`src/rtl/tsza_pkg.sv`:
```
// Shared constants, codes and control types of the thermistor zone averager.
package tsza_pkg;

  localparam int CHANNELS = 8;
  localparam int ZONES    = 4;

  localparam int REQ_W     = 1;
  localparam int CH_W      = 3;
  localparam int CODE_W    = 12;
  localparam int TEMP_W    = 13;
  localparam int FAULT_W   = 2;
  localparam int CFG_IDX_W = 2;
  localparam int IN_DATA_W  = 16;
  localparam int OUT_DATA_W = 24;

  localparam int CH_IDX_W = $clog2(CHANNELS);
  localparam int ZONE_W   = (ZONES > 1) ? $clog2(ZONES) : 1;

  // Conversion datapath widths.
  localparam int MANT_W    = 31;
  localparam int FRAC_W    = 28;
  localparam int EXP_W     = 4;
  localparam int LOG_W     = EXP_W + FRAC_W;
  localparam int DQ_W      = 48;
  localparam int DIVISOR_W = 52;
  localparam int DIVIDEND_W = 64;
  localparam int QUO_W     = 14;

  localparam int LOG_STEPS = FRAC_W;
  localparam int DIV_STEPS = QUO_W;
  localparam int CNT_W     = 5;

  localparam logic [CODE_W-1:0] CODE_FULL      = 12'd4095;
  localparam logic [CODE_W-1:0] LOW_LIMIT_RST  = 12'd10;
  localparam logic [CODE_W-1:0] HIGH_LIMIT_RST = 12'd4085;

  localparam logic [31:0]           LN2_Q32  = 32'd2977044472;
  localparam logic [14:0]           DQ_SLOPE = 15'd29815;
  localparam logic [DQ_W-1:0]       DQ_BASE  = DQ_W'(64'd395000 << 28);
  localparam logic [DIVIDEND_W-1:0] TEN_N    = 64'd18843080000 << 28;
  localparam logic signed [15:0]    Q_OFFSET = 16'sd4370;

  localparam logic signed [TEMP_W-1:0] T_MIN       = -13'sd2032;
  localparam logic signed [TEMP_W-1:0] T_MAX       = 13'sd3200;
  localparam logic signed [TEMP_W-1:0] T_LOW_FAULT  = -13'sd2032;
  localparam logic signed [TEMP_W-1:0] T_HIGH_FAULT = 13'sd3200;
  localparam logic signed [TEMP_W-1:0] ZONE_RST     = 13'sd400;

  localparam logic [FAULT_W-1:0] FAULT_NONE = 2'd0;
  localparam logic [FAULT_W-1:0] FAULT_LOW  = 2'd1;
  localparam logic [FAULT_W-1:0] FAULT_HIGH = 2'd2;

  localparam logic KIND_CHAN = 1'b0;
  localparam logic KIND_ZONE = 1'b1;

  localparam logic REQ_SAMPLE = 1'b0;
  localparam logic REQ_END    = 1'b1;

  localparam logic [CFG_IDX_W-1:0] REG_LOW_LIMIT  = 2'd0;
  localparam logic [CFG_IDX_W-1:0] REG_HIGH_LIMIT = 2'd1;

  typedef enum logic [9:0] {
    S_IDLE  = 10'b00_0000_0001,
    S_CHECK = 10'b00_0000_0010,
    S_LOG   = 10'b00_0000_0100,
    S_MAG   = 10'b00_0000_1000,
    S_LN    = 10'b00_0001_0000,
    S_DQ    = 10'b00_0010_0000,
    S_DIVLD = 10'b00_0100_0000,
    S_DIV   = 10'b00_1000_0000,
    S_CHOUT = 10'b01_0000_0000,
    S_ZONE  = 10'b10_0000_0000
  } state_e;

  // Commands from the controller to the datapath.
  typedef struct packed {
    logic              load;
    logic              conv_start;
    logic              log_step;
    logic              mag_step;
    logic              ln_step;
    logic              dq_step;
    logic              div_load;
    logic              div_step;
    logic              chan_wr;
    logic              zone_wr;
    logic [ZONE_W-1:0] zone_idx;
    logic              last;
  } cmd_t;

  // Status from the datapath back to the controller.
  typedef struct packed {
    logic is_end;
    logic ch_present;
    logic fault_hit;
    logic out_free;
  } sts_t;

endpackage

```
`src/rtl/tsza_store.sv`:
```
// Channel and zone storage, fault classification, zone averaging and result register.
module tsza_store (
  input  logic                              clk_i,
  input  logic                              rst_ni,
  input  tsza_pkg::cmd_t                    cmd_i,
  output tsza_pkg::sts_t                    sts_o,
  input  logic                              req_i,
  input  logic [tsza_pkg::CH_W-1:0]         channel_i,
  input  logic [tsza_pkg::CODE_W-1:0]       adc_sample_i,
  input  logic [tsza_pkg::CODE_W-1:0]       low_limit_i,
  input  logic [tsza_pkg::CODE_W-1:0]       high_limit_i,
  input  logic signed [tsza_pkg::TEMP_W-1:0] conv_temp_i,
  output logic [tsza_pkg::CODE_W-1:0]       code_o,
  input  logic                              out_ready_i,
  output logic                              out_valid_o,
  output logic                              out_kind_o,
  output logic [tsza_pkg::CH_W-1:0]         out_index_o,
  output logic signed [tsza_pkg::TEMP_W-1:0] out_temp_o,
  output logic [tsza_pkg::FAULT_W-1:0]      out_fault_o,
  output logic                              out_last_o
);
  import tsza_pkg::*;

  logic                      req_q;
  logic [CH_W-1:0]           ch_q;
  logic [CODE_W-1:0]         code_q;
  logic signed [TEMP_W-1:0]  chan_temp_q [CHANNELS];
  logic [FAULT_W-1:0]        chan_fault_q [CHANNELS];
  logic signed [TEMP_W-1:0]  zone_temp_q [ZONES];
  logic signed [TEMP_W-1:0]  zone_next [ZONES];

  logic                      out_valid_q;
  logic                      out_kind_q;
  logic [CH_W-1:0]           out_index_q;
  logic signed [TEMP_W-1:0]  out_temp_q;
  logic [FAULT_W-1:0]        out_fault_q;
  logic                      out_last_q;

  logic [FAULT_W-1:0]        fault_cls;
  logic signed [TEMP_W-1:0]  chan_res;
  logic [CH_IDX_W-1:0]       ch_sel;

  always_comb begin
    // The low limit is checked first and wins when the limits overlap.
    if (code_q <= low_limit_i) begin
      fault_cls = FAULT_LOW;
      chan_res  = T_LOW_FAULT;
    end else if (code_q >= high_limit_i) begin
      fault_cls = FAULT_HIGH;
      chan_res  = T_HIGH_FAULT;
    end else begin
      fault_cls = FAULT_NONE;
      chan_res  = conv_temp_i;
    end
    ch_sel = CH_IDX_W'(ch_q);

    sts_o.is_end     = req_q == REQ_END;
    sts_o.ch_present = 32'(ch_q) < CHANNELS;
    sts_o.fault_hit  = fault_cls != FAULT_NONE;
    sts_o.out_free   = !out_valid_q || out_ready_i;
  end

  assign code_o = code_q;

  // Each zone looks at its own fixed even/odd channel pair.
  for (genvar z = 0; z < ZONES; z++) begin : g_zone
    if (2 * z + 1 < CHANNELS) begin : g_pair
      logic v_even, v_odd;
      logic signed [TEMP_W:0] sum;
      assign v_even = chan_fault_q[2*z] == FAULT_NONE;
      assign v_odd  = chan_fault_q[2*z+1] == FAULT_NONE;
      assign sum    = (TEMP_W+1)'(chan_temp_q[2*z]) + (TEMP_W+1)'(chan_temp_q[2*z+1]);
      assign zone_next[z] = (v_even && v_odd) ? TEMP_W'(sum >>> 1) :
                            v_even ? chan_temp_q[2*z] :
                            v_odd  ? chan_temp_q[2*z+1] : zone_temp_q[z];
    end else if (2 * z < CHANNELS) begin : g_single
      assign zone_next[z] = (chan_fault_q[2*z] == FAULT_NONE) ? chan_temp_q[2*z]
                                                              : zone_temp_q[z];
    end else begin : g_none
      assign zone_next[z] = zone_temp_q[z];
    end
  end

  always_ff @(posedge clk_i) begin
    if (cmd_i.load) begin
      req_q  <= req_i;
      ch_q   <= channel_i;
      code_q <= adc_sample_i;
    end
    if (cmd_i.chan_wr) begin
      out_kind_q  <= KIND_CHAN;
      out_index_q <= ch_q;
      out_temp_q  <= chan_res;
      out_fault_q <= fault_cls;
      out_last_q  <= 1'b1;
    end else if (cmd_i.zone_wr) begin
      out_kind_q  <= KIND_ZONE;
      out_index_q <= CH_W'(cmd_i.zone_idx);
      out_temp_q  <= zone_next[cmd_i.zone_idx];
      out_fault_q <= FAULT_NONE;
      out_last_q  <= cmd_i.last;
    end
  end

  always_ff @(posedge clk_i or negedge rst_ni) begin
    if (!rst_ni) begin
      out_valid_q <= 1'b0;
      for (int i = 0; i < CHANNELS; i++) begin
        chan_temp_q[i]  <= '0;
        chan_fault_q[i] <= FAULT_NONE;
      end
      for (int i = 0; i < ZONES; i++) begin
        zone_temp_q[i] <= ZONE_RST;
      end
    end else begin
      if (cmd_i.chan_wr || cmd_i.zone_wr) begin
        out_valid_q <= 1'b1;
      end else if (out_ready_i) begin
        out_valid_q <= 1'b0;
      end
      if (cmd_i.chan_wr) begin
        chan_temp_q[ch_sel]  <= chan_res;
        chan_fault_q[ch_sel] <= fault_cls;
      end
      if (cmd_i.zone_wr) begin
        zone_temp_q[cmd_i.zone_idx] <= zone_next[cmd_i.zone_idx];
      end
    end
  end

  assign out_valid_o = out_valid_q;
  assign out_kind_o  = out_kind_q;
  assign out_index_o = out_index_q;
  assign out_temp_o  = out_temp_q;
  assign out_fault_o = out_fault_q;
  assign out_last_o  = out_last_q;

`ifndef NO_ASSERTIONS
  // A new result only appears after the controller asked for one.
  a_out_source: assert property (@(posedge clk_i) disable iff (!rst_ni)
    $rose(out_valid_q) |-> $past(cmd_i.chan_wr || cmd_i.zone_wr))
    else $error("result appeared without a write command");

  // Zone results never carry a fault code.
  a_zone_fault: assert property (@(posedge clk_i) disable iff (!rst_ni)
    (out_valid_q && out_kind_q == KIND_ZONE) |-> (out_fault_q == FAULT_NONE))
    else $error("zone result with nonzero fault");
`endif

endmodule

```
`config.mk`:
```
export PLATFORM = sky130hd
export DESIGN_NAME = tsza_store
export DESIGN_NICKNAME = d
export VERILOG_FILES = /design/src/rtl/tsza_pkg.sv /design/src/rtl/tsza_store.sv
export SDC_FILE = /design/constraint.sdc
export NUM_CORES = 1
export LEC_CHECK = 0
export ABC_AREA = 1
export BUFFER_PORTS_ARGS = -buffer_cell sky130_fd_sc_hd__buf_4
export CAP_MARGIN = 20
export CORE_ASPECT_RATIO = 1.5
export CORE_MARGIN = 3
export CORE_UTILIZATION = 45
export DETAILED_ROUTE_END_ITERATION = 16
export HOLD_SLACK_MARGIN = 0.05
export PLACE_DENSITY = 0.65
export REMOVE_ABC_BUFFERS = 1
export SYNTH_ARGS = -nofsm -noshare
export SYNTH_HDL_FRONTEND = slang
export SYNTH_SLANG_ARGS = --single-unit
```
`constraint.sdc`:
```
create_clock -name clk_i -period 2.1 [get_ports clk_i]
set_input_delay 0.42 -clock clk_i [delete_from_list [all_inputs] [get_ports clk_i]]
set_output_delay 0.42 -clock clk_i [all_outputs]
set_load 0.005 [all_outputs]
```
Word level (Yosys, flattened, before mapping)
Cells that the tools add are included.
{"block": "word_totals", "register_bits": 209, "inputBits": 69, "output_inout_bits": 37, "elab_cells": 97}
{"block": "op_classes", "add_sub_neg": 4, "order_cmp": 6, "mux": 36, "bitwise": 2, "n_reduce_logical": 20}
{"op": "13-bit 2-to-1 mux", "count": 20}
{"op": "104-bit bitwise mux", "count": 1}
{"op": "13-bit by 13-bit adder with 14-bit output", "count": 4}
{"op": "52-bit bitwise mux", "count": 1}
{"op": "13-bit demux with 3-bit select", "count": 1}
{"op": "13-bit binary-select mux with 2-bit select", "count": 1}
{"op": "13-bit demux with 2-bit select", "count": 1}
{"op": "16-bit bitwise mux", "count": 1}
{"op": "2-bit zero test", "count": 8}
{"op": "12-bit greater-or-equal comparator", "count": 1}
{"op": "12-bit <= comparator", "count": 1}
{"op": "2-bit 2-to-1 mux", "count": 5}
{"op": "2-bit demux with 3-bit select", "count": 1}
{"op": "1-bit logical AND", "count": 6}
{"op": "3-bit 2-to-1 mux", "count": 2}
{"op": "2-bit nonzero test", "count": 3}
{"op": "4-bit greater-or-equal comparator, second input constant", "count": 1}
{"op": "4-bit by 1-bit less-than comparator with 1-bit output, second input constant", "count": 1}
{"op": "3-bit NOT with 4-bit output", "count": 1}
{"op": "3-bit greater-or-equal comparator, second input constant", "count": 1}
{"op": "3-bit by 1-bit less-than comparator with 1-bit output, second input constant", "count": 1}
{"op": "2-bit NOT with 3-bit output", "count": 1}
{"op": "1-bit logical OR", "count": 2}
{"op": "1-bit 2-to-1 mux", "count": 2}
{"op": "1-bit zero test", "count": 1}

Logic depth before layout (Yosys ltp)
{"block": "logic_depth", "word_depth": 9, "mapped_depth": 16, "ltp_nobuf": 16}

Least setup slack after synthesis
No wires, ideal clock.
{"block": "synth_path", "path_type": "in2out", "from": "in high_limit_i[11] in the netlist's numbering", "to": "out sts_o[1] in the netlist's numbering", "t_arrival_ns": 1.717, "t_required_ns": 1.680, "slack_ns": -0.037, "cell_stages": 11, "path_buffers": 1, "path_cell_list": "inv_1 > ha_1 > nand2_1 > inv_1 > nand3_1 > inv_1 > a21oi_1 > nand2_2 > nor2_8 > buf_4 > inv_1"}
{"item": "start: declaration", "line_no": "tsza_store.sv:11", "text": "input logic [tsza_pkg::CODE_W-1:0] high_limit_i,"}
{"item": "end: declaration", "line_no": "tsza_store.sv:6", "text": "output tsza_pkg::sts_t sts_o,"}

==> flow_summary.json <==
{
  "synth_edf_count": 34,
  "fin_util_pct": 71.69,
  "p_leak_uw": 0.01003,
  "path_class": "register to primary output",
  "place_inst": 2566,
  "grt_max_degree": 52,
  "diodes": 0,
  "fin_tns_setup_ns": -55.01,
  "finalClockSkew_ns": 0.02309,
  "regArea_um2": 5409,
  "failed_checks": "negative setup slack",
  "dpl_worst_slack_ns": -0.4202,
  "clk_latency_ns": 0.54,
  "ys_seq_elements": 209,
  "tightest_slew_ns": 0.7948,
  "yosys_warnings": 0,
  "synth_area_leaders": "dfrtp_1 30%, nand2_1 15%, edfxtp_1 7.6%",
  "wl_per_cell_um": 20.14,
  "cp.required_ns": 1.68,
  "hold_class": "primary input to register",
  "fin_nets": 2437,
  "gp_congestion": 0.9888,
  "drt-vias-per-instance": 5.654,
  "maxSlewHeadroom_pct": 46.82,
  "timing.final.crit_period_ns": 2.758,
  "pwr_density_cell_nw_per_um2": 1127,
  "grt_usage_pct": 31.58,
  "cts-buffers-inserted": 23,
  "hold_viol_final": 0,
  "cts_tree": "yes",
  "cp-end-kind": "primary output",
  "ioPinCount": 106,
  "grt_first_pass_wirelength_um": 79560,
  "drt.antenna.violating_nets": 0,
  "cts-root-buf": "clkbuf_16",
  "overflow": 0,
  "die_height_um": 218.0,
  "cp_max_fo": 3,
  "syn_inst": 1870,
  "yosysUniqueCellTypes": 46,
  "vdd_drop_max_v": 0.0007361,
  "startpoint_type": "register",
  "fillers": 2196,
  "hpwlAfterDp_um": 36400,
  "setup_viol": 169,
  "routed_wl_um": 54430,
  "synth_area_leader_cell": "dfrtp_1",
  "final_cells": 2703,
  "max_freq_mhz": 362.6,
  "cts_sinks": 209,
  "async_flop_share_pct": 82.78,
  "synth_flop_cell": "dfrtp_1",
  "path_clk_slew_ns": 0.07,
  "post-synth-top-area-fraction_pct": 29.89,
  "drv_slew": 0,
  "htreeDepth": 1,
  "avgSynthCellArea_um2": 7.207,
  "rsz0062_at_grt": "true",
  "initial_utilization_pct": 45.72,
  "grt_pass1_vias": 14860,
  "finalCritPeriodShare_pct": 131.3,
  "clockBufferDepth": 3,
  "core-area_um2": 29480,
  "yosysMostFrequentCell": "nand2_1",
  "status": "complete, but fails checks",
  "rows": 77,
  "seq_area_frac_synth_pct": 40.10,
  "drcViolationCount": 0,
  "firstDrtPassIters": 5,
  "initialDrtViolationCount": 1216,
  "multiInputGateArea_um2": 9345,
  "timing.final.ws_setup_ns": -0.6578,
  "synthTopCellsByCount": "536 x nand2_1, 219 x inv_1, 189 x o21ai_0",
  "vias": 15280,
  "die_area_um2": 32110,
  "syn2layout_area_growth_pct": 56.80,
  "die_w_um": 147.3,
  "layout-drive-gt1-share_pct": 42.16,
  "grt_antenna_before_repair": 0,
  "port_buffers": 97,
  "worst-endpoint-arrival_ns": 2.34,
  "cap_violations": 0,
  "syn_area_um2": 13480
}
-- state kept, by name, summed over array words and instances, names as in the netlist --
register	flops
chan_fault_q	16
out_fault_o	2
zone_temp_q	52
req_q	1
out_temp_o	13
out_index_o	3
out_valid_o	1
out_kind_o	1
out_last_o	1
ch_q	3
chan_temp_q	104
code_o	12
-- placed cells by master (no fill, tap or decap), drive strengths merged, types with 7 or more instances in the layout --
master / count
edfxtp: 34
nor2: 143
a31oi: 45
dfstp: 12
a21oi: 77
buf: 463
ha: 72
or2: 7
inv: 229
nand3: 182
clkbuf: 33
dfrtp: 161
clkinv: 10
nand2: 537
nand4: 18
o211ai: 12
o21ai: 224
-- power breakdown --
part | internal, uW | total [uW] | switching (uW)
sequential | 5300 | 6290 | 992
combinational | 6070 | 13300 | 7260
clock | 2420 | 4180 | 1760
total | 13800 | 23800 | 10000
-- metal layers --
layer	track usage [%]	share of wire (%)
met4	19.50	7.5
met1	36.03	35
met3	4.948	7.3
met2	55.25	50
met5	0	0
-- repair_timing --
| action | CTS | global route |
|---|---|---|
| buffers inserted | 42 | 45 |
| gates resized for setup | 382 | 341 |
| hold endpoints to repair | 40 | 0 |
| gates cloned | 12 | 0 |
| hold buffers | 5 | 0 |
| pin swaps | 99 | 152 |
| endpoints found under the setup margin | 179 | 188 |
-- critical path, stage by stage, from the launching register on --
cell and delay [ns]:
edfxtp_1 0.45, buf_4 0.18, ha_4 0.21, a21oi_1 0.15, o21ai_0 0.11, a21oi_1 0.14
buf_4 0.15, nand2_4 0.07, nor2_8 0.18, inv_2 0.05, buf_6 0.11
-- per-stage QoR --
| stage | instance area [um2] | power, uW | hold WS, ns |
|---|---|---|---|
| after CTS | 19390 | 21630 | 0.05057 |
| after detailed placement | 16550 | 15510 | 0.4279 |
| final | 21130 | 23810 | 0.05671 |
| after floorplan | 13120 | 10870 | 0.1244 |
| after global routing | 21130 | 25040 | 0.05277 |
| after global placement | 16550 | 15360 | 0.4192 |
-- worst paths after layout --
check	cells after the start	endpoint	slack, ns	startpoint
setup / recovery	10	sts_o[1]	-0.66	code_o[5]
hold reg to reg	2	zone_temp_q[9]	0.47	zone_temp_q[9]
min in group asynchronous	2	chan_temp_q[84]	0.43	rst_ni
setup reg to reg	15	chan_temp_q[83]	-0.53	code_o[5]
max in group asynchronous	3	zone_temp_q[4]	0.98	rst_ni
hold / removal	1	code_o[9]	0.06	adc_sample_i[9]
-- final cells by class --
class                   instances  share of cell area [%]
well taps                     395                   2.339
clock buffers                  33                   3.090
multi-input cells            1355                   44.22
flip-flops and latches        209                   25.59
inverters                     231                   4.274
clock inverters                 8                  0.4795
repair buffers                470                   19.83
repair inverters                2                  0.1717
-- cells by family (layout without fill, tap and decap cells) --
| family | after synthesis | in the layout | share of synthesized area, % |
|---|---|---|---|
| simple gates | 899 | 899 | 28.15 |
| compound gates | 370 | 370 | 14.70 |
| buf+inv | 306 | 744 | 9.163 |
| flops | 209 | 209 | 40.10 |
| fa+ha+maj | 76 | 76 | 7.278 |
| xor+xnor | 9 | 9 | 0.5848 |
| other cells | 1 | 1 | 0.02782 |
Power figures use the tool's default switching activity.
