### src/rtl/tsza_pkg.sv
// Shared constants, codes and control types of the thermistor zone averager.
package tsza_pkg;

  localparam int CHANNELS = 8;
  localparam int ZONES    = 4;

  localparam int REQ_W     = 1;
  localparam int CH_W      = 3;
  localparam int CODE_W    = 12;
  localparam int TEMP_W    = 13;
  localparam int FAULT_W   = 2;
  localparam int CFG_IDX_W = 2;
  localparam int IN_DATA_W  = 16;
  localparam int OUT_DATA_W = 24;

  localparam int CH_IDX_W = $clog2(CHANNELS);
  localparam int ZONE_W   = (ZONES > 1) ? $clog2(ZONES) : 1;

  // Conversion datapath widths.
  localparam int MANT_W    = 31;
  localparam int FRAC_W    = 28;
  localparam int EXP_W     = 4;
  localparam int LOG_W     = EXP_W + FRAC_W;
  localparam int DQ_W      = 48;
  localparam int DIVISOR_W = 52;
  localparam int DIVIDEND_W = 64;
  localparam int QUO_W     = 14;

  localparam int LOG_STEPS = FRAC_W;
  localparam int DIV_STEPS = QUO_W;
  localparam int CNT_W     = 5;

  localparam logic [CODE_W-1:0] CODE_FULL      = 12'd4095;
  localparam logic [CODE_W-1:0] LOW_LIMIT_RST  = 12'd10;
  localparam logic [CODE_W-1:0] HIGH_LIMIT_RST = 12'd4085;

  localparam logic [31:0]           LN2_Q32  = 32'd2977044472;
  localparam logic [14:0]           DQ_SLOPE = 15'd29815;
  localparam logic [DQ_W-1:0]       DQ_BASE  = DQ_W'(64'd395000 << 28);
  localparam logic [DIVIDEND_W-1:0] TEN_N    = 64'd18843080000 << 28;
  localparam logic signed [15:0]    Q_OFFSET = 16'sd4370;

  localparam logic signed [TEMP_W-1:0] T_MIN       = -13'sd2032;
  localparam logic signed [TEMP_W-1:0] T_MAX       = 13'sd3200;
  localparam logic signed [TEMP_W-1:0] T_LOW_FAULT  = -13'sd2032;
  localparam logic signed [TEMP_W-1:0] T_HIGH_FAULT = 13'sd3200;
  localparam logic signed [TEMP_W-1:0] ZONE_RST     = 13'sd400;

  localparam logic [FAULT_W-1:0] FAULT_NONE = 2'd0;
  localparam logic [FAULT_W-1:0] FAULT_LOW  = 2'd1;
  localparam logic [FAULT_W-1:0] FAULT_HIGH = 2'd2;

  localparam logic KIND_CHAN = 1'b0;
  localparam logic KIND_ZONE = 1'b1;

  localparam logic REQ_SAMPLE = 1'b0;
  localparam logic REQ_END    = 1'b1;

  localparam logic [CFG_IDX_W-1:0] REG_LOW_LIMIT  = 2'd0;
  localparam logic [CFG_IDX_W-1:0] REG_HIGH_LIMIT = 2'd1;

  typedef enum logic [9:0] {
    S_IDLE  = 10'b00_0000_0001,
    S_CHECK = 10'b00_0000_0010,
    S_LOG   = 10'b00_0000_0100,
    S_MAG   = 10'b00_0000_1000,
    S_LN    = 10'b00_0001_0000,
    S_DQ    = 10'b00_0010_0000,
    S_DIVLD = 10'b00_0100_0000,
    S_DIV   = 10'b00_1000_0000,
    S_CHOUT = 10'b01_0000_0000,
    S_ZONE  = 10'b10_0000_0000
  } state_e;

  // Commands from the controller to the datapath.
  typedef struct packed {
    logic              load;
    logic              conv_start;
    logic              log_step;
    logic              mag_step;
    logic              ln_step;
    logic              dq_step;
    logic              div_load;
    logic              div_step;
    logic              chan_wr;
    logic              zone_wr;
    logic [ZONE_W-1:0] zone_idx;
    logic              last;
  } cmd_t;

  // Status from the datapath back to the controller.
  typedef struct packed {
    logic is_end;
    logic ch_present;
    logic fault_hit;
    logic out_free;
  } sts_t;

endpackage

### src/rtl/tsza_ctrl.sv
// Sequencing state machine for sample conversion and zone emission.
module tsza_ctrl (
  input  logic           clk_i,
  input  logic           rst_ni,
  input  logic           in_valid_i,
  output logic           in_ready_o,
  input  tsza_pkg::sts_t sts_i,
  output tsza_pkg::cmd_t cmd_o
);
  import tsza_pkg::*;

  state_e           state_q, state_d;
  logic [CNT_W-1:0] cnt_q, cnt_d;
  logic             zone_last;

  assign zone_last = cnt_q == CNT_W'(ZONES - 1);

  always_comb begin
    state_d      = state_q;
    cnt_d        = cnt_q;
    cmd_o        = '0;
    cmd_o.zone_idx = cnt_q[ZONE_W-1:0];
    cmd_o.last   = zone_last;
    in_ready_o   = 1'b0;

    case (state_q)
      S_IDLE: begin
        in_ready_o = 1'b1;
        if (in_valid_i) begin
          cmd_o.load = 1'b1;
          state_d    = S_CHECK;
        end
      end
      S_CHECK: begin
        cnt_d = '0;
        if (sts_i.is_end) begin
          state_d = S_ZONE;
        end else if (!sts_i.ch_present) begin
          state_d = S_IDLE;
        end else if (sts_i.fault_hit) begin
          state_d = S_CHOUT;
        end else begin
          cmd_o.conv_start = 1'b1;
          state_d          = S_LOG;
        end
      end
      S_LOG: begin
        cmd_o.log_step = 1'b1;
        cnt_d          = cnt_q + 1'b1;
        if (cnt_q == CNT_W'(LOG_STEPS - 1)) begin
          state_d = S_MAG;
        end
      end
      S_MAG: begin
        cmd_o.mag_step = 1'b1;
        state_d        = S_LN;
      end
      S_LN: begin
        cmd_o.ln_step = 1'b1;
        state_d       = S_DQ;
      end
      S_DQ: begin
        cmd_o.dq_step = 1'b1;
        state_d       = S_DIVLD;
      end
      S_DIVLD: begin
        cmd_o.div_load = 1'b1;
        cnt_d          = '0;
        state_d        = S_DIV;
      end
      S_DIV: begin
        cmd_o.div_step = 1'b1;
        cnt_d          = cnt_q + 1'b1;
        if (cnt_q == CNT_W'(DIV_STEPS - 1)) begin
          state_d = S_CHOUT;
        end
      end
      S_CHOUT: begin
        if (sts_i.out_free) begin
          cmd_o.chan_wr = 1'b1;
          state_d       = S_IDLE;
        end
      end
      S_ZONE: begin
        if (sts_i.out_free) begin
          cmd_o.zone_wr = 1'b1;
          cnt_d         = cnt_q + 1'b1;
          if (zone_last) begin
            state_d = S_IDLE;
          end
        end
      end
      default: begin
        state_d = S_IDLE;
      end
    endcase
  end

  always_ff @(posedge clk_i or negedge rst_ni) begin
    if (!rst_ni) begin
      state_q <= S_IDLE;
      cnt_q   <= '0;
    end else begin
      state_q <= state_d;
      cnt_q   <= cnt_d;
    end
  end

`ifndef NO_ASSERTIONS
  // Step counters never run past their loop length.
  a_cnt_bound: assert property (@(posedge clk_i) disable iff (!rst_ni)
    ((state_q == S_LOG) |-> (cnt_q < CNT_W'(LOG_STEPS))) and
    ((state_q == S_DIV) |-> (cnt_q < CNT_W'(DIV_STEPS))) and
    ((state_q == S_ZONE) |-> (cnt_q < CNT_W'(ZONES))))
    else $error("step counter out of range");
`endif

endmodule

### config.mk
export PLATFORM = sky130hd
export DESIGN_NAME = tsza_ctrl
export DESIGN_NICKNAME = d
export VERILOG_FILES = /design/src/rtl/tsza_pkg.sv /design/src/rtl/tsza_ctrl.sv
export SDC_FILE = /design/constraint.sdc
export NUM_CORES = 1
export LEC_CHECK = 0
export BUFFER_PORTS_ARGS = -buffer_cell sky130_fd_sc_hd__buf_2
export CAP_MARGIN = 0
export CORE_UTILIZATION = 45
export DETAILED_ROUTE_END_ITERATION = 10
export HOLD_SLACK_MARGIN = 0.08
export PLACE_DENSITY = 0.67
export SYNTH_ARGS = -nofsm -noshare
export SYNTH_HDL_FRONTEND = slang
export SYNTH_SLANG_ARGS = --single-unit
### constraint.sdc
create_clock -name clk_i -period 2.2 [get_ports clk_i]
set_input_delay 0.22 -clock clk_i [delete_from_list [all_inputs] [get_ports clk_i]]
set_output_delay 0.22 -clock clk_i [all_outputs]
set_load 0.05 [all_outputs]
# ---- Word level (Yosys, flattened, before mapping)
# Cells that the tools add are included.
dict set report classes {
  n_eq_ne 19
  n_mux 28
  n_addsub 1
  reduce_logical 5
}
# cell n
set op_table {}
lappend op_table {{$pmux W10 S10} 1}
lappend op_table {{$mux W10} 8}
lappend op_table {{$mux W1} 16}
lappend op_table {{$pmux W5 S3} 1}
lappend op_table {{$ne A2 B2 Y1 const B} 6}
lappend op_table {{$eq A10 B1 Y1 const B} 1}
lappend op_table {{$eq A10 B10 Y1 const B} 1}
lappend op_table {{$eq A10 B2 Y1 const B} 1}
lappend op_table {{$eq A10 B3 Y1 const B} 1}
lappend op_table {{$eq A10 B4 Y1 const B} 1}
lappend op_table {{$eq A10 B5 Y1 const B} 1}
lappend op_table {{$eq A10 B6 Y1 const B} 1}
lappend op_table {{$eq A10 B7 Y1 const B} 1}
lappend op_table {{$eq A10 B8 Y1 const B} 1}
lappend op_table {{$eq A10 B9 Y1 const B} 1}
lappend op_table {{$mux W9} 1}
lappend op_table {{$reduce_and A6 Y1} 1}
lappend op_table {{$add A5 B1 Y5 const B} 1}
lappend op_table {{$eq A5 B2 Y1 const B} 1}
lappend op_table {{$eq A5 B4 Y1 const B} 1}
lappend op_table {{$eq A5 B5 Y1 const B} 1}
lappend op_table {{$mux W5} 1}
lappend op_table {{$reduce_or A2 Y1} 2}
lappend op_table {{$reduce_bool A3 Y1} 1}
lappend op_table {{$reduce_and A2 Y1} 1}
dict set report word_totals {
  out_inout_bits 14
  ff_bits 15
}

# ---- Logic depth before layout (Yosys ltp)
# Gate-level depths: netlist of the first run.
dict set report logic_depth {
  word_depth 4
  mapped_depth 8
  depth_no_buf 7
}

# ---- Worst setup path before layout of the first run
# Ideal clock, no wire load.
dict set report synth_timing {
  kind {register to output}
  from {register state_q[0]}
  to {output port cmd_o[12] (netlist name)}
  t_arrival_ps 2401
  path_buffers 0
  slack_ps -421
  t_required_ps 1980
  path_stages_with_launch 4
  cell_sequence {dfstp_2 -> or4b_2 -> nor3_2 -> and2_1}
}
# item line
set synth_rtl {}
lappend synth_rtl {{from (decl)} tsza_ctrl.sv:12} ;# state_e state_q, state_d;
lappend synth_rtl {{from (signal assigned)} tsza_ctrl.sv:104} ;# state_q <= state_d;
lappend synth_rtl {{to (decl)} tsza_ctrl.sv:8} ;# output tsza_pkg::cmd_t cmd_o

==> reports/summary.md, run 1 <==
Setup repair after global routing could not meet its margin everywhere. Yosys printed 0 warnings. Summing the areas of all compound-gate instances in the mapped netlist gives 11.64% of the synthesized area. The fraction of final layout cells sized beyond drive strength 1 was 41.72%; the final critical-path setup slack was -0.08100 ns. The detailed-route wire length per cell is 15.77 um. The worst-case IR drop observed on VDD is 0.6629 mV.

The number of sinks on the clock net is 15. For the area enclosed by the die boundary, the log shows 2614 um2. The worst pin sits at a relative slew slack of 61.11%. The data arrival time at the worst-slack endpoint was 2.06 ns; the synthesized area was 1086 um2. The tools report the number of nets with antenna violations after detailed routing as 0.

The share of the Yosys chip area taken by registers is 34.68%. The biggest area consumer among synthesized cells was sky130_fd_sc_hd__dfrtp_1. Synthesis produced a netlist whose cell count is 119.

Clock skew on the completed layout was measured at 0.01021 ns. TritonCTS built the clock tree. The portion of synthesized cell area occupied by the leading cell type is 32.26%. The post-route minimum period was 2.281 ns; the number of iterations in the first detailed-routing pass was 4.

After routing the design area is 1461 um2. From synthesis to final layout, the design area changed by 34.56%. From left edge to right edge, the die measures 51.13 um. In this run, CTS created clock tree buffers numbering 3.

The remaining design rule violation count is 0, and the number of DRC markers after the initial detailed-route iteration is 17. Leaving out fill and tap cells, the most frequent cell in the layout is sky130_fd_sc_hd__buf_4. The initialized floorplan defines 17 standard-cell rows. The setup path with the least slack is of type flip-flop to output pin. The number of diodes added for antenna fixing came out at 0.

The basic-gate share of the synthesized area counting and, or, nand and nor cells came out at 39.98%. The floorplan core area was 2233 um2. The run gives 0.9165 as the final weighted congestion of routability-driven global placement. The flow ran to the end, but the final reports show violations. By area the synthesized netlist is led by sky130_fd_sc_hd__dfrtp_1 32%, sky130_fd_sc_hd__nand2b_1 4.0%, sky130_fd_sc_hd__nor3b_1 3.5%, sky130_fd_sc_hd__nand2_1 3.1%, sky130_fd_sc_hd__nor2_1 2.8%. In this run the deepest clock path goes through 2 buffers.

The share of synthesized registers carrying an async set or reset works out to 100.0%. The tools report the library cell used as clock root buffer as sky130_fd_sc_hd__clkbuf_4. After clock tree synthesis, the clock-pin slew on the worst setup and hold paths is 0.10 ns. The floorplan step set the die height to 51.13 um. Via count of the first global-routing pass: 987. The required arrival time at the worst endpoint is 1.98 ns, and the clock latency reported for the late side of the worst-skew pair is 0.29 ns.

Entering global routing, the biggest net connects 16 pins. The mean area per synthesized cell is 9.126 um2. The post-synthesis share of cell area spent on full adders, half adders and majority gates is 2.304%. The first global-routing pass estimated 4540 um of wire. The overall routing resource usage came out at 23.97%. The kind of launch point of the worst setup path was a flip-flop. In this run, synthesis produced a sequential element count of 15. Global routing finished with a remaining overflow of 0. The transition time at the pin with the least slew margin is 0.5687 ns, and the peak fanout along the critical path is 2. During placement, the flow inserted port buffers numbering 20.

The net count of the finished layout is 161. For this run, the leading register cell type out of synthesis is sky130_fd_sc_hd__dfrtp_1. For the max-slew violation count, the log shows 0. For the minimum setup slack after placement, the log shows 0.1067 ns.

Timing would allow up to 0.4384 GHz. The synthesized design contains 0 enable-type register cells. The tools report the post-placement cell area as 1275 um2. In the layout the commonest cells are 17 x sky130_fd_sc_hd__buf_4, 13 x sky130_fd_sc_hd__dfrtp_1, 13 x sky130_fd_sc_hd__buf_2, 9 x sky130_fd_sc_hd__nand2_1, 7 x sky130_fd_sc_hd__nand2b_1. The final layout contains routed wiring with a total length of 2823 um. The final reports fail on setup timing. Largest family of logic cells by synthesized area: simple AND/OR/NAND/NOR gates.

The critical path capture point type was an output pin. The xor/xnor cell area share of the yosys netlist works out to 4.032%. Of the available clock period, the critical path in the final layout requires 103.7%. The final hold violation count was 0; the number of H-tree levels was 1.

Pin placement for this block handled 21 I/O pins. The portion of netlist area occupied by mux cells was 0.9217%. The via count of the routed design was 1,024. The max-capacitance violation count was 0; the final standard cell utilization of the core was 65.43%. Classification of the worst-slack hold path: input port to flip-flop. In the routed layout, each cell is associated on average with a via count of 5.721. The estimated wirelength of the detail-placed design was 2042 um; the initial antenna violation count was 0. In this run the static leakage power is 0.0006831 uW. Power spread over the standard cell area amounts to 958.0 nW/um2.

Once the floorplan was initialized, standard cells occupied 48.63% of the core. Counting every net in the synthesized netlist gives 128. Setup violations remaining at the end of the flow were counted as 2. Yosys mapped the design onto 48 distinct sky130hd cell types.
cell usage after synthesis (3+ instances only):
cell type,count
sky130_fd_sc_hd__a21oi_1,3
sky130_fd_sc_hd__and2_1,3
sky130_fd_sc_hd__buf_4,3
sky130_fd_sc_hd__clkbuf_1,4
sky130_fd_sc_hd__dfrtp_1,14
sky130_fd_sc_hd__inv_1,3
sky130_fd_sc_hd__nand2_1,9
sky130_fd_sc_hd__nand2b_1,7
sky130_fd_sc_hd__nand3_1,3
sky130_fd_sc_hd__nand4_1,3
sky130_fd_sc_hd__nor2_1,8
sky130_fd_sc_hd__nor3_1,3
sky130_fd_sc_hd__nor3b_1,5
sky130_fd_sc_hd__nor4_1,3
sky130_fd_sc_hd__nor4b_1,3
sky130_fd_sc_hd__o2bb2ai_1,3
sky130_fd_sc_hd__xor2_1,3
area by class of cell:
cell class	count	area (um2)
clock buffers	3	22.52
clock inverters	1	7.507
fillers	199	772.0
inverters	3	11.26
multi-input cells	91	721.9
flip-flops and latches	15	377.9
well taps	28	35.03
repair buffers	38	285.3
state kept, by name (all words and copies together) (netlist names):
signal   flops
cnt_q        5
state_q     10
worst max-delay path, stage by stage (launching register included):
cell                       delay [ns]
sky130_fd_sc_hd__dfrtp_1         0.39
sky130_fd_sc_hd__or4_4           0.56
sky130_fd_sc_hd__nor3_4          0.14
sky130_fd_sc_hd__nand4b_1        0.21
sky130_fd_sc_hd__nor3b_4         0.28
sky130_fd_sc_hd__buf_6           0.19
through the flow:
stage	power [uW]	TNS (ns)	cells	hold slack (ns)
6_report	1400	-0.1335	179	0.1495
3_5_place_dp	1109	0	168	0.1380
5_1_grt	1487	-0.3352	179	0.1591
4_1_cts	1338	-0.1602	177	0.1462
3_3_place_gp	1096	0	168	0.1448
2_1_floorplan	956.7	-0.09232	119	-0.07559
final timing paths:
path,from,endpoint,slack [ns],cells past startpoint
setup / recovery,state_q[7]$_DFFE_PN0P_,cmd_o[11],-0.08,5
min in group asynchronous,rst_ni,state_q[1]$_DFFE_PN0P_,0.35,2
hold reg to reg,cnt_q[1]$_DFFE_PN0P_,cnt_q[1]$_DFFE_PN0P_,0.59,1
max in group asynchronous,rst_ni,state_q[0]$_DFFE_PN1P_,1.55,2
hold / removal,in_valid_i,state_q[1]$_DFFE_PN0P_,0.15,2
setup reg to reg,state_q[2]$_DFFE_PN0P_,cnt_q[4]$_DFFE_PN0P_,0.13,7
logic make-up after synthesis:
| family | count (synthesis) |
|---|---|
| adders and majority gates | 2 |
| and+or+nand+nor | 66 |
| AOI/OAI and AO/OA | 17 |
| muxes | 1 |
| DFF | 15 |
| buffers and inverters | 13 |
| xor gates and xnor gates | 5 |
report_power, final:
group / internal [uW] / switching, uW / leakage, uW
clock network: 69.2 / 94.6 / 0.0000139
logic: 356 / 488 / 0.000467
registers: 328 / 64.3 / 0.000202
total: 754 / 647 / 0.000683
timing repair:
item,in CTS,in global routing
setup buffers,4,2
cloned,0,0
setup endpoints to repair,7,13
hold buffers,1,0
hold endpoints to repair,14,0
pin swaps,4,10
resized for setup,12,15
metal layers:
metal | wire, um | track usage, % | part of all wire, % | vias to the layer above
met1 | 1246 | 32.34 | 44 | 489
met2 | 1400 | 37.28 | 50 | 28
li1 | - | - | - | 500
met3 | 117 | 3.571 | 4.1 | 7
met4 | 57 | 11.57 | 2.0 | 0
met5 | 0 | 0 | 0 | -
Power figures use the tool's default switching activity.
==> run 2, diff against run 1 <==
Settings changed: CORE_UTILIZATION 45 to 58, PLACE_DENSITY 0.67 to 0.83.
Clock period 2.2 ns to 2.8 ns, I/O delays scaled along.
==> run 2 against run 1 <==
Against the previous run: the run now ends clean; clock-buffer cell count unchanged; worst hold slack improved by 0.054 ns; utilization increased by 3.4 points; wire length decreased by 15%; critical path type unchanged; critical endpoint unchanged; highest routed layer unchanged.
==> reports/summary.md, run 2 (synthesis gave the netlist of run 1 again) <==
The sum of negative setup slack was 0 ns; the final period utilization was 94.56%. The initial antenna violation count was 0; the number of DRC markers after the initial detailed-route iteration was 35. Final weighted congestion of routability-driven global placement: 0.9386. The number of cells on the worst reg-to-reg path is 5. The power per unit of standard cell area was 786.7 nW/um2; the fraction of final layout cells sized beyond drive strength 1 was 25.37%. The classification of the worst-slack hold path is input port to flip-flop. For this run, the detailed router's first-pass iteration total came to 4. For the upper clock frequency limit, the log shows 0.3777 GHz. After detailed routing, the average wire length per cell comes to 15.14 um. The logs give 27.20% for the overall routing resource usage and 0 for the remaining design rule violation count. The relative area change from synthesis to final layout is 10.60%. 0 antenna diodes ended up in the layout. Counting I/O delays and the setup requirement, the final critical path takes 2.648 ns. The worst path meets setup with 0.1524 ns of slack.

The root buffer cell chosen for the clock tree is sky130_fd_sc_hd__clkbuf_4. The effective utilization at floorplan was 62.22%. The internal portion of the total power is 487.3 uW.

The switching share of power is 48.44%. The core region is 1745 um2. Number of H-tree levels: 1. The tools report the minimum setup slack after placement as 0.5156 ns.

Max-capacitance violation count: 0. The number of nets with antenna violations after detailed routing is 0. The final worst clock skew is 0.01276 ns. The final hold violation count was 0; the y dimension of the die was 45.27 um.

The transition time at the pin with the least slew margin came out at 0.5683 ns. Sequential cells burn 34.1% of the power. The flow ran to the end, and the final reports show no timing, DRC or antenna violations. The analysis attributes to net switching a power of 457.8 uW. For the total global routing overflow, the log shows 0.

The floorplan step set the die width to 45.27 um. The tools report the number of sinks on the clock net as 15. The clock network fraction of total power came out at 14.3%. The vias per cell works out to 6.126.

The run gives 2407 um as the wire length reported by the detailed router. The area enclosed by the die boundary was 2049 um2; the estimated wirelength of the detail-placed design was 1744 um. The logs give 866 for the via count of the first global-routing pass and 21 for the number of ports placed on the die boundary. STA classifies the critical path startpoint as a flip-flop. Measured against its own limit, the worst slew margin works out to 61.58%. STA classifies the critical path endpoint as an output pin. For the peak supply drop, the log shows 0.6432 mV.

The count of buffers inserted at the top-level ports was 20. The clock passes through at most 2 buffers. At the later pin of the worst-skew pair, clock insertion delay measures 0.30 ns. Final layout net count: 144. Most frequent standard cell in the layout excluding fill and tap cells: sky130_fd_sc_hd__buf_2. Setup repair after global routing left no endpoint under its margin. The overall power after layout came out at 945.0 uW.

The largest registers in the layout are state_q (10), cnt_q (5). The register with the most flip-flops in the layout has 10 of them. For the part of the total power dissipated in combinational logic, the log shows 51.7%. Summing over every cut layer, the via total after detailed routing is 974. At the worst endpoint, the arrival time is 2.37 ns.

The register with the most flip-flops in the final layout is state_q. In this run the core area contains 15 standard-cell rows. The top cell types in the final layout, fill and taps aside, are 19 x sky130_fd_sc_hd__buf_2, 14 x sky130_fd_sc_hd__dfrtp_1, 9 x sky130_fd_sc_hd__nand2_1, 8 x sky130_fd_sc_hd__nor2_1, 7 x sky130_fd_sc_hd__nand2b_1.

The first global-routing pass estimated 3891 um of wire. Hold-critical path depth: 2. In this run the static leakage power is 0.0005722 uW. TritonCTS built the clock tree. Across all register-to-register paths, the minimum setup slack is 0.53 ns. The worst setup path category is flip-flop to output pin. The final-report setup violation count was 0; the clock-pin slew on the worst setup and hold paths was 0.11 ns. The run gives 2.52 ns as the required arrival time at the worst endpoint. The number of buffers added by the clock tree synthesis step came out at 3. The pin count of the biggest net entering global routing is 16, and the peak fanout along the critical path is 8.

For the max-slew violation count, the log shows 0.
run 2: cell count changes in the layout (fill, tap and decap cells not counted), moves of 3 or more:
cell / delta
sky130_fd_sc_hd__buf_2: +6
sky130_fd_sc_hd__buf_4: -17
sky130_fd_sc_hd__buf_6: -4
sky130_fd_sc_hd__nor3_4: -3
run 2: final cells by class:
| type | count | area, um2 |
|---|---|---|
| clock buffer | 3 | 22.52 |
| clock inverter | 1 | 7.507 |
| fill | 149 | 544.3 |
| inverter | 3 | 11.26 |
| multi-input combinational | 91 | 639.4 |
| sequential | 15 | 376.6 |
| tap | 25 | 31.28 |
| timing repair buffer | 21 | 112.6 |
run 2: final timing paths:
kind	start	end
worst max-delay path	state_q[6]$_DFFE_PN0P_	cmd_o[11]
worst min register to register	cnt_q[4]$_DFFE_PN0P_	cnt_q[4]$_DFFE_PN0P_
worst min-delay path	in_valid_i	state_q[1]$_DFFE_PN0P_
max in group asynchronous	rst_ni	state_q[0]$_DFFE_PN1P_
min in group asynchronous	rst_ni	state_q[6]$_DFFE_PN0P_
worst max register to register	state_q[1]$_DFFE_PN0P_	cnt_q[2]$_DFFE_PN0P_
run 2: critical path, stage by stage, from the launching register on:
cell	delay, ns
sky130_fd_sc_hd__dfrtp_1	0.50
sky130_fd_sc_hd__or4_1	0.59
sky130_fd_sc_hd__nor3_2	0.20
sky130_fd_sc_hd__nand4b_1	0.25
sky130_fd_sc_hd__nor3b_2	0.25
sky130_fd_sc_hd__clkbuf_4	0.26
run 2: power groups by stage:
stage / clock (uW) / combinational, uW / sequential (uW)
floorplan: 0 / 432 / 299
global placement: 0 / 472 / 321
CTS: 136 / 488 / 321
global route: 144 / 528 / 330
finish: 135 / 488 / 322
detailed placement: 0 / 480 / 325
run 2: what timing repair did:
action,CTS,global route
endpoints found under the setup margin,0,1
hold buffers,1,0
buffers inserted,0,0
hold endpoints to repair,14,0
resized for setup,0,1
run 2: metal layers:
metal	track usage (%)	routed length, um
met5	0	0
met4	14.55	77
met3	4.800	135
met2	40.87	1185
met1	37.00	1009
run 2: per-stage QoR:
step	hold slack, ns	cell area (um2)	utilization, %	cells
finish	0.2038	1201	68.82	159
floorplan	-0.01559	1086	-	119
detailed placement	0.2032	1159	66.38	154
global placement	0.2065	1159	66.38	154
CTS	0.2009	1199	68.67	159
global route	0.2152	1201	68.82	159
==> run 3, diff against run 2 <==
Settings changed: CELL_PAD_IN_SITES_DETAIL_PLACEMENT from default to 1, CELL_PAD_IN_SITES_GLOBAL_PLACEMENT from default to 1, CORE_UTILIZATION 58 to 44, PLACE_DENSITY 0.83 to default, PLACE_DENSITY_LB_ADDON from default to 0.1.
==> run 3 against run 2 <==
Against the previous run: sequential share of layout area down 0.23 points; sequential power about the same; global-route usage is 3.2 points lower; worst hold slack gained 0.012 ns; wire length rose by 15%; highest routed layer unchanged; flip-flop and latch count unchanged; utilization down 16 points; clock power is essentially flat.
==> reports/summary.md, run 3 (synthesis gave the netlist of run 1 again) <==
The run gives 4 as the number of iterations in the first detailed-routing pass. The tools report the global-route wire length before repair as 4657 um. For hold timing, the worst endpoint is state_q[1]$_DFFE_PN0P_.

The tools report the clock latency reported for the late side of the worst-skew pair as 0.29 ns. The startpoint identified for the worst hold timing path is in_valid_i. Cell type of the slowest stage on the worst timing path: sky130_fd_sc_hd__or4_1. The die is 51.68 um tall. After detailed routing, the total wire length is 2765 um.

The signal on the critical path passes through or4_1 > nor3_2 > nand4b_1 > nor3b_2 > buf_2. The largest register by flop count is state_q. The run gives 1 as the number of H-tree levels. After detailed routing, the number of vias per cell comes to 5.963. Final hold violation count: 0. The final weighted congestion of routability-driven global placement is 0.8255, and the final worst clock skew is 0.001165 ns. Based on the critical path, the design can be clocked at up to 0.3748 GHz.

The overall power after layout was 951.2 uW. In the finished design, the share of the clock period the worst path needs comes to 95.30%. After detailed routing, the number of remaining DRC violations is 0. The switching share of power was 48.72%; the number of flip-flops under the largest register name was 10. The layout has 266 filler cells. The largest stage delay on the critical path was 0.64 ns. The max-slew violation count is 0, and the estimated wirelength of the detail-placed design is 2048 um. The floorplan step defined a core boundary enclosing 2276 um2. Of the cells placed in the final design, the portion with a size suffix greater than 1 is 25.93%. For this run, the post-layout net count is 145.

For this block, the via count after detailed routing is 972. The number of antenna diodes in the final layout is 0. The normalized max-slew margin is 61.61%, and the effective utilization at floorplan is 47.72%. The reported net switching power came out at 463.4 uW. The largest registers in the layout are state_q (10), cnt_q (5). In this run, the clock network consumes 13.9% of the power. The power per unit of standard cell area came out at 786.2 nW/um2. The run gives 0.0005783 uW as the cell leakage power. The worst hold path belongs to the class input port to flip-flop.

Setup repair after global routing left no endpoint under its margin. The peak fanout along the critical path was 8. Clock tree synthesis selected as its root buffer the cell sky130_fd_sc_hd__clkbuf_4.

The tools report the required arrival time at the worst endpoint as 2.52 ns. For the number of buffers added by the clock tree synthesis step, the log shows 3. The worst hold path was traced through 2 stages. Data arrives at the worst endpoint at 2.39 ns. STA classifies the critical path startpoint as a flip-flop. The tools report the pin count of the biggest net entering global routing as 16.

The relative area change from synthesis to final layout works out to 11.41%. The startpoint identified for the worst register-to-register timing path is state_q[1]$_DFFE_PN0P_. Setup violations remaining at the end of the flow were counted as 0. The flow ran to the end, and the final reports show no timing, DRC or antenna violations.

The internal power summed over all cells was 487.8 uW; the number of ports placed on the die boundary was 21. The initial antenna violation count was 0. TritonCTS built the clock tree.

Row generation in the floorplan step produced 17 rows. The logs give 0.56 ns for the flop-to-flop setup slack and 0 for the max-capacitance violation count. The clock-pin slew on the worst setup and hold paths is 0.10 ns.

Leaving out fill and tap cells, the most frequent cells in the layout are 20 x sky130_fd_sc_hd__buf_2, 14 x sky130_fd_sc_hd__dfrtp_1, 9 x sky130_fd_sc_hd__nand2_1, 8 x sky130_fd_sc_hd__nor2_1, 7 x sky130_fd_sc_hd__nand2b_1. The worst setup path category was flip-flop to output pin. The run gives 15 as the number of sinks on the clock net. At the pin with the least slew margin, the transition time is 0.5759 ns.

The count of buffers inserted at the top-level ports works out to 20. In the final routed layout, each cell accounts on average for 16.96 um. The logs give 51.9% for the part of the total power dissipated in combinational logic and 2671 um2 for the area enclosed by the die boundary. The library cell used most frequently in the layout, excluding fill and tap cells, is sky130_fd_sc_hd__buf_2.

The tools report the number of DRC markers after the initial detailed-route iteration as 27. The tools report the proportion of power drawn by flip-flops and latches as 34.2%. The worst register-to-register path ends at cnt_q[4]$_DFFE_PN0P_. Counting cells, the worst reg-to-reg path comes to 5. The via count of the first global-routing pass was 905; the overall routing resource usage was 24.04%. Once detail routing completed, the nets flagged for antenna violations numbered 0. The worst-case IR drop observed on VDD is 0.4912 mV. STA classifies the critical path endpoint as an output pin. The maximum buffer depth of the clock tree is 2. Adding up every negative setup slack in the final design gives 0 ns.

The smallest clock period supported by the final layout is computed as 2.668 ns. The floorplan die width was 51.68 um; the total global routing overflow was 0.
-- run 3: area by class of cell --
type | count | area [um2] | area share, %
clock buffer | 3 | 22.52 | 1.861
clock inverter | 1 | 7.507 | 0.6205
inverter | 3 | 11.26 | 0.9307
multi-input combinational | 91 | 639.4 | 52.84
sequential | 15 | 376.6 | 31.13
tap | 28 | 35.03 | 2.896
timing repair buffer | 22 | 117.6 | 9.721
-- run 3: repair_timing --
| action | 4_1_cts | 5_1_grt |
|---|---|---|
| endpoints found under the setup margin | 0 | 0 |
| setup buffers | 0 | 0 |
| endpoints found under the hold margin | 14 | 0 |
| resized for setup | 0 | 0 |
| hold buffers | 1 | 0 |
-- run 3: worst max-delay path by stage --
| stage | start | cells past startpoint | end | slack [ns] |
|---|---|---|---|---|
| 6_report | state_q[9]$_DFFE_PN0P_ | 5 | cmd_o[11] | 0.13 |
| 2_1_floorplan | state_q[0]$_DFFE_PN1P_ | 3 | cmd_o[12] | 0.12 |
| 3_5_place_dp | state_q[9]$_DFFE_PN0P_ | 5 | cmd_o[11] | 0.50 |
| 3_3_place_gp | state_q[9]$_DFFE_PN0P_ | 5 | cmd_o[11] | 0.52 |
| 5_1_grt | state_q[9]$_DFFE_PN0P_ | 5 | cmd_o[11] | 0.00006 |
| 4_1_cts | state_q[9]$_DFFE_PN0P_ | 5 | cmd_o[11] | 0.15 |
-- run 3: layer usage --
metal	global-route usage (%)	share of wire, %	wire, um
met5	0	0	0
met4	2.703	1.2	34
met3	5.263	4.2	117
met2	37.66	46	1275
met1	34.73	48	1336
-- run 3: power by group through the flow --
stage | Combinational [uW] | Sequential [uW] | Clock (uW)
detailed placement | 489 | 327 | 0
global route | 543 | 334 | 146
floorplan | 432 | 299 | 0
global placement | 483 | 323 | 0
finish | 493 | 325 | 133
CTS | 495 | 323 | 138
-- run 3: worst max-delay path: cells and delay by family, from the launching register on --
family / cells / cell delay (ns)
DFF: 1 / 0.48
buffers and inverters: 1 / 0.30
and+or+nand+nor: 4 / 1.32
-- run 3: per-stage QoR --
step | instances | worst slack [ns] | utilization [%] | hold WS (ns) | cell area, um2
CTS | 163 | 0.1509 | 53.16 | 0.2065 | 1210
detailed placement | 158 | 0.4971 | 51.40 | 0.2137 | 1170
global placement | 158 | 0.5233 | 51.40 | 0.2138 | 1170
floorplan | 119 | 0.1189 | - | -0.01559 | 1086
global route | 163 | 0.00006062 | 53.16 | 0.2036 | 1210
finish | 163 | 0.1317 | 53.16 | 0.2154 | 1210
